## config.mk

```make
export PLATFORM = sky130hd
export DESIGN_NAME = offline_action_coalescing_cache
export DESIGN_NICKNAME = d
export VERILOG_FILES = /design/src/hw/rtl/occ_pkg.sv /design/src/hw/rtl/occ_accum.sv /design/src/hw/rtl/occ_ring.sv /design/src/hw/rtl/offline_action_coalescing_cache.sv
export SDC_FILE = /design/constraint.sdc
export NUM_CORES = 1
export LEC_CHECK = 0
export ABC_AREA = 1
export BUFFER_PORTS_ARGS = -buffer_cell sky130_fd_sc_hd__buf_2
export CORE_ASPECT_RATIO = 2
export CORE_MARGIN = 2
export CORE_UTILIZATION = 40
export CTS_CLUSTER_SIZE = 24
export DETAILED_ROUTE_END_ITERATION = 8
export GPL_TIMING_DRIVEN = 0
export RECOVER_POWER = 50
export SLEW_MARGIN = 20
export SYNTH_ARGS = -nofsm -noshare
export SYNTH_HDL_FRONTEND = slang
export SYNTH_SLANG_ARGS = --single-unit
```

## constraint.sdc

```tcl
create_clock -name clk -period 3.19 [get_ports clk]
set_input_delay 0.1595 -clock clk [delete_from_list [all_inputs] [get_ports clk]]
set_output_delay 0.1595 -clock clk [all_outputs]
set_load 0.05 [all_outputs]
```

## src/hw/rtl/occ_pkg.sv

```systemverilog
// occ_pkg: shared types, constants and helpers of the offline action coalescing cache
// used by every module of the block; depends on nothing
`default_nettype none

package occ_pkg;

    // queue geometry
    localparam int QUEUE_DEPTH = 8;
    localparam int PTR_W       = (QUEUE_DEPTH > 1) ? $clog2(QUEUE_DEPTH) : 1;
    localparam int CNT_W       = $clog2(QUEUE_DEPTH + 1);
    localparam int POS_W       = CNT_W + 1;

    // field widths
    localparam int ACTION_W = 3;
    localparam int DELTA_W  = 17;
    localparam int CODE_W   = 16;
    localparam int INDEX_W  = 3;
    localparam int LEVEL_W  = 9;
    localparam int CT_W     = 17;
    localparam int LIMIT_W  = 16;
    localparam int SUM_W    = 18;

    localparam int LEVEL_BOUND = 254;
    localparam logic [LIMIT_W-1:0] CT_LIMIT_RESET = 16'd347;

    typedef enum logic [ACTION_W-1:0] {
        ACT_TOGGLE = 3'd0,
        ACT_LEVEL  = 3'd1,
        ACT_CT     = 3'd2,
        ACT_PUSH   = 3'd3,
        ACT_CLEAR  = 3'd4,
        ACT_READ   = 3'd5
    } action_t;

    // decoded command for one item, step marks the cycle the item is applied
    typedef struct packed {
        logic step;
        logic toggle;
        logic level;
        logic ct;
        logic push;
        logic clear;
        logic read;
    } occ_op_t;

    // ring position wrap, value is known to stay below twice the depth
    function automatic logic [PTR_W-1:0] wrap_pos(input logic [POS_W-1:0] pos);
        logic [POS_W-1:0] fixed;
        fixed = (pos >= POS_W'(QUEUE_DEPTH)) ? pos - POS_W'(QUEUE_DEPTH) : pos;
        return fixed[PTR_W-1:0];
    endfunction

endpackage

`default_nettype wire

```

## src/hw/rtl/occ_accum.sv

```systemverilog
// occ_accum: toggle flag and the two saturating accumulators
// depends on occ_pkg
`default_nettype none

module occ_accum (
    input  wire logic                           clk,
    input  wire logic                           rst_n,
    input  wire occ_pkg::occ_op_t               op,
    input  wire logic signed [occ_pkg::DELTA_W-1:0] delta,
    input  wire logic [occ_pkg::LIMIT_W-1:0]    ct_limit,
    output logic                                toggle_next,
    output logic signed [occ_pkg::LEVEL_W-1:0]  level_next,
    output logic signed [occ_pkg::CT_W-1:0]     ct_next
);
    import occ_pkg::*;

    localparam logic signed [SUM_W-1:0] LVL_MAX = SUM_W'(LEVEL_BOUND);

    logic                      toggle_reg;
    logic signed [LEVEL_W-1:0] level_reg;
    logic signed [CT_W-1:0]    ct_reg;

    logic signed [SUM_W-1:0] delta_x;
    logic signed [SUM_W-1:0] lvl_sum;
    logic signed [SUM_W-1:0] ct_sum;
    logic signed [SUM_W-1:0] ct_max;
    logic signed [SUM_W-1:0] lvl_sat;
    logic signed [SUM_W-1:0] ct_sat;

    always_comb
    begin
        delta_x = {{(SUM_W-DELTA_W){delta[DELTA_W-1]}}, delta};
        lvl_sum = {{(SUM_W-LEVEL_W){level_reg[LEVEL_W-1]}}, level_reg} + delta_x;
        ct_sum  = {{(SUM_W-CT_W){ct_reg[CT_W-1]}}, ct_reg} + delta_x;
        ct_max  = $signed({{(SUM_W-LIMIT_W){1'b0}}, ct_limit});

        if (lvl_sum > LVL_MAX)
            lvl_sat = LVL_MAX;
        else if (lvl_sum < -LVL_MAX)
            lvl_sat = -LVL_MAX;
        else
            lvl_sat = lvl_sum;

        if (ct_sum > ct_max)
            ct_sat = ct_max;
        else if (ct_sum < -ct_max)
            ct_sat = -ct_max;
        else
            ct_sat = ct_sum;

        toggle_next = toggle_reg;
        level_next  = level_reg;
        ct_next     = ct_reg;
        if (op.clear)
        begin
            toggle_next = 1'b0;
            level_next  = '0;
            ct_next     = '0;
        end
        else
        begin
            if (op.toggle)
                toggle_next = 1'b1;
            if (op.level)
                level_next = lvl_sat[LEVEL_W-1:0];
            if (op.ct)
                ct_next = ct_sat[CT_W-1:0];
        end
    end

    always_ff @(posedge clk or negedge rst_n)
    begin
        if (!rst_n)
        begin
            toggle_reg <= 1'b0;
            level_reg  <= '0;
            ct_reg     <= '0;
        end
        else if (op.step)
        begin
            toggle_reg <= toggle_next;
            level_reg  <= level_next;
            ct_reg     <= ct_next;
        end
    end

endmodule

`default_nettype wire

```

## src/hw/rtl/occ_ring.sv

```systemverilog
// occ_ring: ring queue of codes that overwrites the oldest entry when full
// depends on occ_pkg
`default_nettype none

module occ_ring (
    input  wire logic                          clk,
    input  wire logic                          rst_n,
    input  wire occ_pkg::occ_op_t              op,
    input  wire logic [occ_pkg::CODE_W-1:0]    code,
    input  wire logic [occ_pkg::INDEX_W-1:0]   index,
    output logic [occ_pkg::CNT_W-1:0]          count_next,
    output logic [occ_pkg::CODE_W-1:0]         entry_code,
    output logic                               entry_valid
);
    import occ_pkg::*;

    logic [CODE_W-1:0] store [QUEUE_DEPTH];
    logic [PTR_W-1:0]  oldest_reg;
    logic [CNT_W-1:0]  count_reg;
    logic [PTR_W-1:0]  oldest_next;

    logic              full;
    logic [PTR_W-1:0]  wr_pos;
    logic [PTR_W-1:0]  rd_pos;
    logic              hit;

    always_comb
    begin
        full   = (count_reg == CNT_W'(QUEUE_DEPTH));
        wr_pos = full ? oldest_reg
                      : wrap_pos(POS_W'(oldest_reg) + POS_W'(count_reg));
        hit    = (POS_W'(index) < POS_W'(count_reg));
        rd_pos = wrap_pos(POS_W'(oldest_reg) + POS_W'(index));

        entry_valid = op.read && hit;
        entry_code  = entry_valid ? store[rd_pos] : '0;

        oldest_next = oldest_reg;
        count_next  = count_reg;
        if (op.clear)
        begin
            oldest_next = '0;
            count_next  = '0;
        end
        else if (op.push)
        begin
            if (full)
                oldest_next = wrap_pos(POS_W'(oldest_reg) + POS_W'(1));
            else
                count_next = count_reg + CNT_W'(1);
        end
    end

    always_ff @(posedge clk or negedge rst_n)
    begin
        if (!rst_n)
        begin
            oldest_reg <= '0;
            count_reg  <= '0;
        end
        else if (op.step)
        begin
            oldest_reg <= oldest_next;
            count_reg  <= count_next;
        end
    end

    // code storage, no reset: entries are only read once written
    always_ff @(posedge clk)
    begin
        if (op.step && op.push)
            store[wr_pos] <= code;
    end

endmodule

`default_nettype wire

```

## src/hw/rtl/offline_action_coalescing_cache.sv

```systemverilog
// offline_action_coalescing_cache: top level with input register, decode and result register
// depends on occ_pkg, occ_accum and occ_ring
`default_nettype none

// Offline action coalescing cache. Each input item carries one action: record a
// pending toggle, add a signed delta to the level sum (saturating at +-254) or to
// the colour temperature sum (saturating at +-ct_limit), push a code into an
// eight-entry ring that drops the oldest code when full, clear everything, or
// read the code at an index counted from the oldest. Every item gives exactly one
// result that shows the state after the action; entry_code and entry_valid are
// only set by a read whose index is below queue_count. Throughput is one item per
// clock while the output is not stalled: the state loop (one saturating add or one
// ring pointer update) closes between the input register and the result register.
// An item goes from the input register to the result register, where out_valid
// rises, when the output is not stalled. The input and result registers form a
// two-deep buffer, so the input can take one more item while a finished result
// waits. cfg_wr_data writes ct_limit (reset 347) and is to be written only while
// no item is in flight; a new bound takes effect at the next ct action.

module offline_action_coalescing_cache (
    input  wire logic                         clk,
    input  wire logic                         rst_n,
    // configuration
    input  wire logic                         cfg_wr_en,
    input  wire logic [occ_pkg::LIMIT_W-1:0]  cfg_wr_data,
    // input channel
    input  wire logic                         in_valid,
    output logic                              in_stall,
    input  wire logic [occ_pkg::ACTION_W-1:0] action,
    input  wire logic signed [occ_pkg::DELTA_W-1:0] delta,
    input  wire logic [occ_pkg::CODE_W-1:0]   code,
    input  wire logic [occ_pkg::INDEX_W-1:0]  index,
    // result channel
    output logic                              out_valid,
    input  wire logic                         out_stall,
    output logic                              toggle_pending,
    output logic signed [occ_pkg::LEVEL_W-1:0] level_sum,
    output logic signed [occ_pkg::CT_W-1:0]   ct_sum,
    output logic [occ_pkg::CNT_W-1:0]         queue_count,
    output logic                              is_empty,
    output logic [occ_pkg::CODE_W-1:0]        entry_code,
    output logic                              entry_valid
);
    import occ_pkg::*;

    // configuration register
    logic [LIMIT_W-1:0] ct_limit_reg;

    // input register
    logic                      in_full_reg;
    logic [ACTION_W-1:0]       action_reg;
    logic signed [DELTA_W-1:0] delta_reg;
    logic [CODE_W-1:0]         code_reg;
    logic [INDEX_W-1:0]        index_reg;

    // result register
    logic                      out_valid_reg;
    logic                      toggle_out_reg;
    logic signed [LEVEL_W-1:0] level_out_reg;
    logic signed [CT_W-1:0]    ct_out_reg;
    logic [CNT_W-1:0]          count_out_reg;
    logic                      empty_out_reg;
    logic [CODE_W-1:0]         entry_out_reg;
    logic                      entry_valid_out_reg;

    logic    fire;
    logic    in_take;
    occ_op_t op;

    logic                      toggle_next;
    logic signed [LEVEL_W-1:0] level_next;
    logic signed [CT_W-1:0]    ct_next;
    logic [CNT_W-1:0]          count_next;
    logic [CODE_W-1:0]         rd_code;
    logic                      rd_valid;
    logic                      empty_next;

    // the held item is applied when the result slot is free or being emptied
    assign fire     = in_full_reg && (!out_valid_reg || !out_stall);
    assign in_stall = in_full_reg && !fire;
    assign in_take  = in_valid && !in_stall;

    // action decode, unused codes leave the state alone
    always_comb
    begin
        op      = '0;
        op.step = fire;
        unique case (action_t'(action_reg))
            ACT_TOGGLE: op.toggle = 1'b1;
            ACT_LEVEL:  op.level  = 1'b1;
            ACT_CT:     op.ct     = 1'b1;
            ACT_PUSH:   op.push   = 1'b1;
            ACT_CLEAR:  op.clear  = 1'b1;
            ACT_READ:   op.read   = 1'b1;
            default:    ;
        endcase
    end

    occ_accum u_accum (
        .clk         (clk),
        .rst_n       (rst_n),
        .op          (op),
        .delta       (delta_reg),
        .ct_limit    (ct_limit_reg),
        .toggle_next (toggle_next),
        .level_next  (level_next),
        .ct_next     (ct_next)
    );

    occ_ring u_ring (
        .clk         (clk),
        .rst_n       (rst_n),
        .op          (op),
        .code        (code_reg),
        .index       (index_reg),
        .count_next  (count_next),
        .entry_code  (rd_code),
        .entry_valid (rd_valid)
    );

    // empty flag reflects the state after this item's action
    assign empty_next = !toggle_next && (level_next == '0) && (ct_next == '0)
                        && (count_next == '0);

    always_ff @(posedge clk or negedge rst_n)
    begin
        if (!rst_n)
            ct_limit_reg <= CT_LIMIT_RESET;
        else if (cfg_wr_en)
            ct_limit_reg <= cfg_wr_data;
    end

    // input register control
    always_ff @(posedge clk or negedge rst_n)
    begin
        if (!rst_n)
            in_full_reg <= 1'b0;
        else if (in_take)
            in_full_reg <= 1'b1;
        else if (fire)
            in_full_reg <= 1'b0;
    end

    // input register payload
    always_ff @(posedge clk)
    begin
        if (in_take)
        begin
            action_reg <= action;
            delta_reg  <= delta;
            code_reg   <= code;
            index_reg  <= index;
        end
    end

    // result register control
    always_ff @(posedge clk or negedge rst_n)
    begin
        if (!rst_n)
            out_valid_reg <= 1'b0;
        else if (fire)
            out_valid_reg <= 1'b1;
        else if (!out_stall)
            out_valid_reg <= 1'b0;
    end

    // result register payload
    always_ff @(posedge clk)
    begin
        if (fire)
        begin
            toggle_out_reg      <= toggle_next;
            level_out_reg       <= level_next;
            ct_out_reg          <= ct_next;
            count_out_reg       <= count_next;
            empty_out_reg       <= empty_next;
            entry_out_reg       <= rd_code;
            entry_valid_out_reg <= rd_valid;
        end
    end

    assign out_valid      = out_valid_reg;
    assign toggle_pending = toggle_out_reg;
    assign level_sum      = level_out_reg;
    assign ct_sum         = ct_out_reg;
    assign queue_count    = count_out_reg;
    assign is_empty       = empty_out_reg;
    assign entry_code     = entry_out_reg;
    assign entry_valid    = entry_valid_out_reg;

endmodule

`default_nettype wire

```

==> results of run 1 <==
[per-stage QoR]
step	instances	TNS [ns]	cell area (um^2)
floorplan	1427	-0.229	14000
global route	2158	-29.38	18200
finish	2158	-26.95	18200
global placement	1978	-186.99	15100
CTS	2134	-21.22	17600
detailed placement	1988	-46.05	15300
[worst max-delay path, delay by kind of cell, from the launching register on]
family | cells | cell delay [ns]
XOR/XNOR | 1 | 0.13
flip-flops | 1 | 0.54
buffers and inverters | 3 | 0.37
AO/OA/AOI/OAI | 2 | 0.28
AND/OR/NAND/NOR | 18 | 2.15
adder cells (fa/ha/maj) | 2 | 0.66
[how the worst max path moves through the flow]
stage          endpoint  slack [ns]  cells after the start
6_report       is_empty       -1.13                     26
5_1_grt        is_empty       -1.18                     30
4_1_cts        is_empty       -1.03                     25
3_5_place_dp   is_empty       -1.61                     26
3_3_place_gp   is_empty       -1.59                     26
2_1_floorplan  is_empty       -0.21                     27
[layout make-up]
| type | count | area (um^2) | area share (%) |
|---|---|---|---|
| clock buffer | 29 | 661 | 3.64 |
| inverter | 140 | 528 | 2.91 |
| timing repair buffer | 245 | 1880 | 10.3 |
| tap | 441 | 552 | 3.04 |
| clock inverter | 16 | 145 | 0.800 |
| multi-input combinational | 973 | 6340 | 34.9 |
| buffer | 46 | 251 | 1.39 |
| sequential | 268 | 7800 | 43.0 |
[cells by family (layout without fill, tap and decap cells)]
family / after synthesis / in the layout
AND/OR/NAND/NOR: 607 / 607
flip-flops: 268 / 268
AO/OA/AOI/OAI: 255 / 255
buffers and inverters: 186 / 476
adder cells (fa/ha/maj): 77 / 77
XOR/XNOR: 34 / 34
[Yosys cell counts (2+ instances only)]
library cell  instances
a21boi_0              2
nand3_1              77
or2_2                 4
nand2_8               2
dfstp_2               6
nor2_4                3
a21o_1                3
nand4_1               5
o21ai_1              10
edfxtp_1            216
fa_1                  4
o21a_1                9
xnor2_1              10
inv_1               135
nor3_1                9
buf_4                 2
buf_1                 3
a21oi_2               8
o32ai_1              32
nand3_2               5
o21bai_1              4
clkbuf_1             36
nor2_1              180
dfrtp_1              46
nor2_2                4
ha_1                 73
nand2_1             291
nand2_2              15
a21oi_1              65
inv_2                 5
nor4_1                2
nand3b_1              5
o21ai_0             101
o211ai_1              2
buf_2                 3
a31oi_1              14
xor2_1               24
[layer usage]
layer / track usage, % / vias up / wire, um
met2: 47.8 / 354 / 24600
met5: 0 / - / 0
met4: 16.4 / 0 / 3480
li1: - / 5442 / -
met1: 20.4 / 5448 / 13100
met3: 1.87 / 145 / 1320
[what timing repair did]
item,CTS,global route
setup endpoints to repair,111,87
cloned,2,1
resized for setup,126,99
pin swaps,43,56
hold buffers,61,0
buffers inserted,38,25
hold endpoints to repair,103,0
[where the power goes]
part / switching [mW] / internal, mW
sequential: 0.378 / 4.27
combinational: 6.30 / 3.98
clock: 1.34 / 1.65
==> metrics.md, run 1 <==
| Metric | Value |
|---|---|
| Initial Utilization | 40.6% |
| Max Cap Viol | 1 |
| Register bit total from synthesis | about 270 |
| Async SR Flop Fraction | approximately 19% |
| Required time of the critical path | ~3.6 ns |
| Largest net degree at the start of global routing | 53 |
| Largest register FFs | 128 |
| Post-synthesis sequential area ratio | 55.9% |
| Reg2reg end | is_empty |
| DR iter-0 viols | 590 |
| CTS Buffer Depth | 3 |
| Synthesized net count | between 1500 and 2000 |
| Dpl ws | -1.61 ns |
| Synth Flop Type | edfxtp_1 |
| Min-delay src | cfg_wr_en |
| Area share of fa/ha/maj cells after synthesis | under 10% |
| Most frequent cells in the layout | 252 x nand2_1, 216 x edfxtp_1, 155 x nor2_1 |
| CTS Buf Count | 25 |
| Hold crit path type | in -> reg |
| GP Congestion | between 0.9 and 1 |
| Synth area leader | edfxtp_1 |
| Reg2reg start | delta_reg[8] |
| Post-Syn Instances | 1427 |
| Initial antenna violation count | 0 |
| Reg2reg setup slack | -1.13 ns |
| Die width | 136 um |
| I/O pin count | between 100 and 150 |
| Post-synthesis average cell area | 9.77 um^2 |
| # port buffers | 110 |
| Final hold violation count | 0 |
| EDFF count, synth | 216 |
| CP endpoint kind | flop |
| Power density over the cells | around 1000 nW/um^2 |
| # DRC | 0 |
| Cell row count | 96 |
| Vias in the first global route | 11800 |
| Overall Power | about 18 mW |
| Die ar. | between 30000 and 40000 um^2 |
| Synth Cell Area | about 14000 um^2 |
| Crit path DAT | between 4 and 5 ns |
| CP max stage delay | between 0.5 and 0.6 ns |
| Simple-Gate Fraction of Synth Area | 18.8% |
| Hpwl dp | 31500 um |
| Register with the most flip-flops | u_ring.store |
| Critical path origin | delta_reg[8] |
| Root Driver | clkbuf_16 |
| Worst vdd ir | roughly 520 uV |
| Worst hold margin | approximately 0.19 ns |
| R2R cell count | 26 |
| Total gr overflow | 0 |
| Clk_skew | roughly 0.015 ns |
| Hold path depth | 4 |
| DRT Pass-1 Iters | 7 |
| Layout Utilization | 52.8% |
| Clock Latency Late Sink | 0.56 ns |
| Synth Area in Compound Gates | between 10% and 20% |
| Hold path endpoint | ct_limit_reg[4] |
| Synth Area in XOR/XNOR | 2.14% |
| H-tree depth reported by CTS | 1 |
| TritonCTS Sinks | about 270 |
| Crit path kind | reg -> reg |
| Drt wl/cell | just under 20 um |
| RSZ-0062 raised after global routing | yes |
| Top post-synthesis cells by area | edfxtp_1 47%, dfrtp_1 8.3%, nand2_1 7.8% |
| Failing checks | capacitance limit, slew limit, setup timing |
| Layout area overhead | 30.2% |
| Period utilization | 136% |
| Cell variety after synth | between 40 and 50 |
| Clock Pin Slew Worst Setup and Hold Paths | around 0.070 ns |
| # diodes | 0 |
| Largest family of logic cells by synthesized area | simple AND/OR/NAND/NOR gates |
| Detailed Route WL | between 40000 and 50000 um |
| DRT antenna net count | 0 |
| CTS tree | built |
| Layout cells sized above 1 | 23.1% |
| Crit path max-delay cell type | edfxtp_1 |
| CORE AREA | about 34000 um^2 |
| FMAX | approximately 230 MHz |
| Rel. slew slack | -3.60% |
| Top-area cell type share of the netlist area | between 40% and 50% |
| Vias per cell | about 5.3 |
| Commonest non-fill, non-tap cell in the layout | nand2_1 |
| Min cycle time layout | 4.32 ns |
| Max Slew Vio Count | between 50 and 60 |
| Worst Setup Start Kind | flop |
| Synth warnings | 0 |
| Vias post-DR | approximately 11000 |
| Status | finished with violations |
| Count of final setup violators | 35 |
| Die Ht | 268 um |
| GRT Total Usage | between 20% and 30% |
| Nets | 1836 |
| Final WS setup | -1.13 ns |
| Actual slew at the worst max-slew pin | 1.55 ns |
| CP dominant cell by count | nand2_2 |
| LEAKAGE | ~7.4 nW |
| First-pass GRT wire length | 63500 um |
| Proportion of synthesized area in mux cells | 0% |
| Crit Path Max Fanout | 8 |
| Fillers | between 3000 and 4000 |
Note: power is estimated with default switching activity, not from simulation.
==> inputs of run 2 (changes only) <==
SYNTH_HIERARCHICAL = 1   (was unset)
clock period = 5.4 ns   (was 3.19 ns; I/O delays follow)
==> run 2 against run 1 <==
Effect of this change: the flow finishes with violations (capacitance limit, slew limit); non-clock buffer count is 64 lower; register-to-register slack better by 1.5 ns; final cell count is 4.4% higher; first-iteration DRC count is 6.6% higher; maximum frequency is 15% lower.
==> metrics.md, run 2 <==
| Metric | Value |
|---|---|
| Register bit total from synthesis | ~270 |
| Worst Setup Start Kind | flop |
| Die width | 139 um |
| Nets | approximately 1900 |
| Synth Cell Area | about 15000 um^2 |
| WL met1 | 13000 um |
| Reg2reg setup slack | roughly 0.32 ns |
| Failing checks | capacitance limit, slew limit |
| TritonCTS Sinks | roughly 270 |
| Synth area leader | edfxtp_1 |
| Hold path depth | 2 |
| Status | finished with violations |
| FMAX | around 200 MHz |
| Cell row count | between 90 and 100 |
| Dominant cell by count in the synthesized netlist | nand2_1 |
| Die ar. | roughly 38000 um^2 |
| GP Congestion | between 0.9 and 1 |
| Post-synthesis sequential area ratio | 53.6% |
| Top post-synthesis cells by count | 510 x nand2_1, 216 x edfxtp_1, 152 x nand3_1 |
| Final WS setup | 0.322 ns |
| First-pass GRT wire length | between 60000 and 70000 um |
| Count of final setup violators | 0 |
| Clock Pin Slew Worst Setup and Hold Paths | approximately 0.07 ns |
| Clk_skew | 0.0117 ns |
| Largest register FFs | roughly 130 |
| DR iter-0 viols | 629 |
| Top-area cell type share of the netlist area | 44.6% |
| DR top layer | met4 |
| CTS tree | built |
| Synth Flop Type | edfxtp_1 |
| I/O pin count | roughly 110 |
| DRT antenna net count | 0 |
| # DRC | 0 |
| Dpl ws | -0.243 ns |
| Largest net degree at the start of global routing | 53 |
| Layout cells sized above 1 | roughly an eighth |
| Rel. slew slack | -118% |
| Reg2reg start | delta_reg[0] |
| CORE AREA | around 36000 um^2 |
| Initial antenna violation count | 0 |
| Max Cap Viol | 2 |
| Vias in the first global route | approximately 12000 |
| Final hold violation count | 0 |
| Register with the most flip-flops | u_ring/store |
| Clock Latency Late Sink | approximately 0.55 ns |
| # port buffers | 109 |
| Post-synthesis average cell area | ~9 um^2 |
| EDFF count, synth | about 220 |
| Crit path kind | reg -> reg |
| Power density over the cells | 492 nW/um^2 |
| Worst vdd ir | roughly 340 uV |
| Commonest non-fill, non-tap cell in the layout | nand2_1 |
| # diodes | 0 |
| Cell variety after synth | 50 |
| Top post-synthesis cells by area | edfxtp_1 45%, nand2_1 13%, dfrtp_1 7.9% |
| Critical path origin | delta_reg[0] |
| CP max stage delay | approximately 0.49 ns |
| Hold crit path type | in -> reg |
| Initial Utilization | between 40% and 50% |
| Crit path to | is_empty |
| R2R cell count | 31 |
| CP dominant cell by count | nand2_1 |
| Required time of the critical path | between 5 and 6 ns |
| Max Slew Vio Count | 64 |
| Synthesized net count | between 1500 and 2000 |
| TNS Setup | 0 ns |
| Vias post-DR | roughly 12000 |
| Wire length on met3 | about 1700 um |
| Die Ht | approximately 270 um |
| Crit Path Max Fanout | 10 |
| Layout area overhead | 19.1% |
| Most frequent cells in the layout | 509 x nand2_1, 216 x edfxtp_1, 152 x nand3_1 |
| Period utilization | between 90% and 100% |
| CP endpoint kind | flop |
| CTS Buffer Depth | 3 |
| Drt wl/cell | roughly 19 um |
| Synth warnings | 6 |
| RSZ-0062 raised after global routing | no |
| Reg2reg end | is_empty |
| LEAKAGE | a little under 8 nW |
| Async SR Flop Fraction | around a fifth |
| CTS Buf Count | 26 |
| Root Driver | clkbuf_16 |
| Vias per cell | slightly above 5 |
| Total gr overflow | 0 |
| Detailed Route WL | 41900 um |
| DRT Pass-1 Iters | 5 |
| H-tree depth reported by CTS | 1 |
| WL met2 | between 20000 and 25000 um |
| Crit path max-delay cell type | edfxtp_1 |
| GRT Total Usage | 21.9% |
| Crit path DAT | ~5.4 ns |
| Min cycle time layout | between 5 and 6 ns |
| Hpwl dp | roughly 33000 um |
| Actual slew at the worst max-slew pin | ~3.3 ns |
| Post-Syn Instances | between 1500 and 2000 |
==> run 2: changes by cell type in the layout (fill, tap and decap cells not counted), moves of 25 or more <==
cell	delta
nand2_1	+257
nand3_1	+96
o21ai_0	-55
nor2_1	-39
buf_4	-38
o32ai_1	-32
clkbuf_1	-25
==> run 2: layer usage <==
layer  GRT usage [%]  up-vias
li1                -     5668
met1            18.7     5389
met2            44.2      394
met3            2.61      165
met4            17.4        0
met5               0        -
==> run 2: repair_timing <==
| action | 4_1_cts | 5_1_grt |
|---|---|---|
| endpoints found under the hold margin | 103 | 0 |
| buffers inserted | 0 | 2 |
| endpoints found under the setup margin | 1 | 1 |
| hold buffers | 58 | 0 |
| pin swaps | 0 | 3 |
| gates resized for setup | 2 | 8 |
==> run 2: cell families (layout without fill, tap and decap cells) <==
logic type      after synthesis  after routing  share of synthesized area [%]
simple gates                865            865                           25.1
xor+xnor                     38             38                           2.29
compound gates              122            122                           4.97
flops                       268            268                           53.6
mux                          16             16                           1.50
fa+ha+maj                    77             77                           6.83
buf+inv                     188            416                           5.66
==> run 2: worst min path at each step <==
stage / slack (ns) / startpoint / to
2_1_floorplan: -0.03 / rst_n / ct_limit_reg[10]
3_3_place_gp: 0.44 / in_full_reg / out_valid
3_5_place_dp: 0.40 / rst_n / ct_limit_reg[2]
4_1_cts: 0.002 / cfg_wr_en / ct_limit_reg[0]
5_1_grt: 0.01 / cfg_wr_en / ct_limit_reg[2]
6_report: 0.02 / cfg_wr_en / ct_limit_reg[2]
==> run 2: per-stage QoR <==
step	cell area, um^2	std cells	power, mW	hold slack [ns]	utilization (%)
final	17300	2252	8.53	0.0183	48.4
after global placement	15600	2133	6.39	0.441	43.7
after floorplan	14500	1574	5.42	-0.0256	-
after global routing	17300	2252	9.10	0.0144	48.4
after detailed placement	15800	2144	6.47	0.402	44.3
after CTS	17400	2250	8.53	0.00210	48.5
==> run 2: cell type report <==
class | count | area, um^2
fill | 3370 | 18500
sequential | 268 | 7790
multi-input combinational | 1118 | 5940
timing repair buffer | 180 | 1260
clock buffer | 33 | 708
tap | 450 | 563
inverter | 141 | 529
buffer | 47 | 300
clock inverter | 15 | 223
==> run 2: worst max-delay path: cells and delay by family (launching register included) <==
family / cells / cell delay [ns]
xor gates and xnor gates: 1 / 0.23
DFF: 1 / 0.49
adders and majority gates: 3 / 0.95
buffers and inverters: 4 / 0.38
AOI/OAI and AO/OA: 4 / 0.76
and+or+nand+nor: 19 / 2.02
==> run 2: power breakdown <==
part / total (mW) / internal (mW) / switching [mW] / leakage [nW]
Clock: 1.99 / 1.18 / 0.815 / 0.455
Sequential: 2.71 / 2.50 / 0.212 / 2.66
Combinational: 3.82 / 1.28 / 2.54 / 4.68
==> inputs of run 3 (changes only) <==
ABC_AREA = unset   (was 1)
==> run 3 against run 2 <==
Effect of this change: critical endpoint unchanged; the flow finishes with violations (capacitance limit, slew limit, setup timing); critical path type unchanged; hold slack lost 0.0038 ns; die area shrank 1.8%; highest routed layer unchanged; largest power group unchanged; combinational power grew 5.2%; global-route usage shrank 0.65 points.
==> metrics.md, run 3 <==
| Metric | Value |
|---|---|
| Reg2reg end | is_empty |
| Period utilization | 104% |
| Crit path depth | 24 |
| Critical path origin | delta_reg[1] |
| Crit path max-delay family | compound AO/OA/AOI/OAI gates |
| Crit path DAT | around 6.0 ns |
| CTS Buf Count | 26 |
| Max Slew Vio Count | 53 |
| Layout cells sized above 1 | between 20% and 30% |
| Top-area cell type share of the netlist area | between 40% and 50% |
| Most frequent cells in the layout | 216 x edfxtp_1, 72 x nor2_1, 71 x clkbuf_1 |
| Dpl ws | -2.19 ns |
| Crit path kind | reg -> reg |
| Layout area overhead | 24.6% |
| Initial antenna violation count | 0 |
| Synth Cell Area | about 14000 um^2 |
| Worst-path cell chain | ha_1, a21oi_2, nor2_2, or3_4, nand2_2, o221ai_2, a21oi_2, xnor2_1, ha_1, and3_4, a211oi_2, o21a_2, o31ai_4, o311a_1, a311oi_2, o32ai_4, buf_12, buf_12, mux2_2, a22oi_2, a211oi_2, nor4_2, nand4_1, nor2_1 |
| Max Cap Viol | 1 |
| Largest net degree at the start of global routing | 53 |
| DR iter-0 viols | between 500 and 600 |
| CP endpoint kind | flop |
| Final WS setup | -0.191 ns |
| Die ar. | around 37000 um^2 |
| GRT Total Usage | 21.2% |
| Worst vdd ir | 339 uV |
| Layout Utilization | 50.7% |
| Fillers | 3086 |
| Crit path to | is_empty |
| Actual slew at the worst max-slew pin | about 3.2 ns |
| Power density over the cells | about 480 nW/um^2 |
| Register Area | 7790 um^2 |
| Top post-synthesis cells by count | 216 x edfxtp_1, 77 x a21oi_1, 77 x nor2_1 |
| Area of the multi-input gates | around 6600 um^2 |
| Vias in the first global route | ~11000 |
| Final hold violation count | 0 |
| FMAX | about 180 MHz |
| Clock Pin Slew Worst Setup and Hold Paths | approximately 0.07 ns |
| LEAKAGE | 6.77 nW |
| Synth area leader | edfxtp_1 |
| Total gr overflow | 0 |
| Initial Utilization | about 41% |
| Die width | ~140 um |
| Synth Flop Type | edfxtp_1 |
| Detailed Route WL | 39500 um |
| CTS Buffer Depth | 3 |
| Vias post-DR | around 10000 |
| Post-Syn Instances | 1123 |
| Dominant cell by count in the synthesized netlist | edfxtp_1 |
| Hpwl dp | between 20000 and 30000 um |
| GP Congestion | 0.891 |
| Largest register FFs | between 100 and 150 |
| CORE AREA | roughly 35000 um^2 |
| Root Driver | clkbuf_16 |
| Reg2reg start | delta_reg[1] |
| # diodes | 0 |
| Status | finished with violations |
| EDFF count, synth | approximately 220 |
| Count of final setup violators | 1 |
| Drt wl/cell | about 22 um |
| Top post-synthesis cells by area | edfxtp_1 45%, dfrtp_1 8.1%, ha_1 6.4% |
| Clock Latency Late Sink | 0.55 ns |
| Crit Path Max Fanout | 10 |
| Critical path buffers and inverters | 2 |
| Post-synthesis average cell area | between 10 and 15 um^2 |
| Required time of the critical path | a little under 6 ns |
| Min-delay src | cfg_wr_en |
| Rel. slew slack | -114% |
| Post-synthesis sequential area ratio | ~55% |
| First-pass GRT wire length | roughly 59000 um |
| Reg2reg setup slack | -0.19 ns |
| # port buffers | roughly 110 |
| Failing checks | capacitance limit, slew limit, setup timing |
| Register with the most flip-flops | u_ring/store |
| Async SR Flop Fraction | 19.4% |
| Die Ht | about 270 um |
| Nets | roughly 1500 |
| Clk_skew | about 0.021 ns |
| TritonCTS Sinks | 268 |
| Hold crit path type | in -> reg |
| Vias per cell | 5.70 |
| Synth warnings | 6 |
| Crit path max-delay cell type | edfxtp_1 |
| R2R cell count | 24 |
| DRT Pass-1 Iters | 5 |
| Commonest non-fill, non-tap cell in the layout | edfxtp_1 |
| I/O pin count | roughly 110 |
| CP max stage delay | 0.42 ns |
| DRT antenna net count | 0 |
| Synthesized net count | 1260 |
| Worst Setup Start Kind | flop |
| CTS tree | built |
| Min cycle time layout | roughly 5.6 ns |
| # DRC | 0 |
| Register bit total from synthesis | roughly 270 |
| RSZ-0062 raised after global routing | yes |
| H-tree depth reported by CTS | 1 |
| Cell variety after synth | about 80 |
| Cell row count | between 90 and 100 |
-- run 3: cell count changes after synthesis, moves of 24 or more --
cell | previous run | this run
nand2_1 | 510 | 61
nand3_1 | 152 | 20
inv_1 | 133 | 46
nor2_1 | 126 | 77
a21oi_1 | 51 | 77
o21ai_0 | 27 | 53
nand2_2 | 24 | 0
-- run 3: layout make-up --
class,instances,area share [%]
Sequential cell,268,43.9
Multi-Input combinational cell,762,37.2
Timing Repair Buffer,213,8.21
Clock buffer,28,3.82
Tap cell,445,3.13
Buffer,46,1.70
Clock inverter,20,1.04
Inverter,47,0.993
-- run 3: timing repair --
action	CTS	global route
setup buffers	17	11
endpoints found under the setup margin	35	16
endpoints found under the hold margin	103	0
hold buffers	58	0
resized for setup	80	40
pin swaps	34	32
-- run 3: worst reg2reg max path, delay by kind of cell (launching register included) --
family                     cells  cell delay [ns]
AOI/OAI and AO/OA             11             2.22
and+or+nand+nor                7             1.46
adders and majority gates      2             0.62
DFF                            1             0.42
buffers and inverters          2             0.31
muxes                          1             0.28
xor gates and xnor gates       1             0.16
-- run 3: metal layers --
metal	up-vias	routed length, um	global-route usage (%)
met4	0	3250	15.1
met3	139	1440	2.17
met5	-	0	0
li1	4826	-	-
met1	5116	12900	19.8
met2	344	21900	41.0
-- run 3: worst min-delay path by stage --
stage | end | slack, ns | depth (start not counted)
final | ct_limit_reg[2] | 0.01 | 2
after global routing | ct_limit_reg[5] | 0.006 | 2
after CTS | ct_limit_reg[2] | 0.004 | 2
after detailed placement | out_valid | 0.39 | 1
after global placement | code_reg[9] | 0.45 | 1
after floorplan | ct_limit_reg[10] | -0.03 | 0
-- run 3: cell families after synthesis --
kind of cell             count (synthesis)  synth area share (%)
adder cells (fa/ha/maj)                 77                  6.97
AO/OA/AOI/OAI                          264                  12.0
buffers and inverters                   93                  3.18
XOR/XNOR                                41                  2.75
multiplexers                            84                  9.83
flip-flops                             268                  54.7
AND/OR/NAND/NOR                        296                  10.6
-- run 3: report_power, final --
part / switching [mW] / leakage (nW) / internal, mW
combinational: 2.39 / 3.72 / 1.63
clock: 0.827 / 0.426 / 1.03
sequential: 0.166 / 2.63 / 2.46
-- run 3: through the flow --
step                      instances  power, mW  TNS [ns]  hold slack, ns  cell area (um^2)
after global routing           1829       8.94    -0.494         0.00564             17800
final                          1829       8.50    -0.191          0.0145             17800
after floorplan                1123       4.96         0         -0.0256             14300
after global placement         1677       5.81   -359.41           0.447             15400
after CTS                      1819       8.25    -0.181         0.00434             17600
after detailed placement       1696       5.87    -41.16           0.392             15600
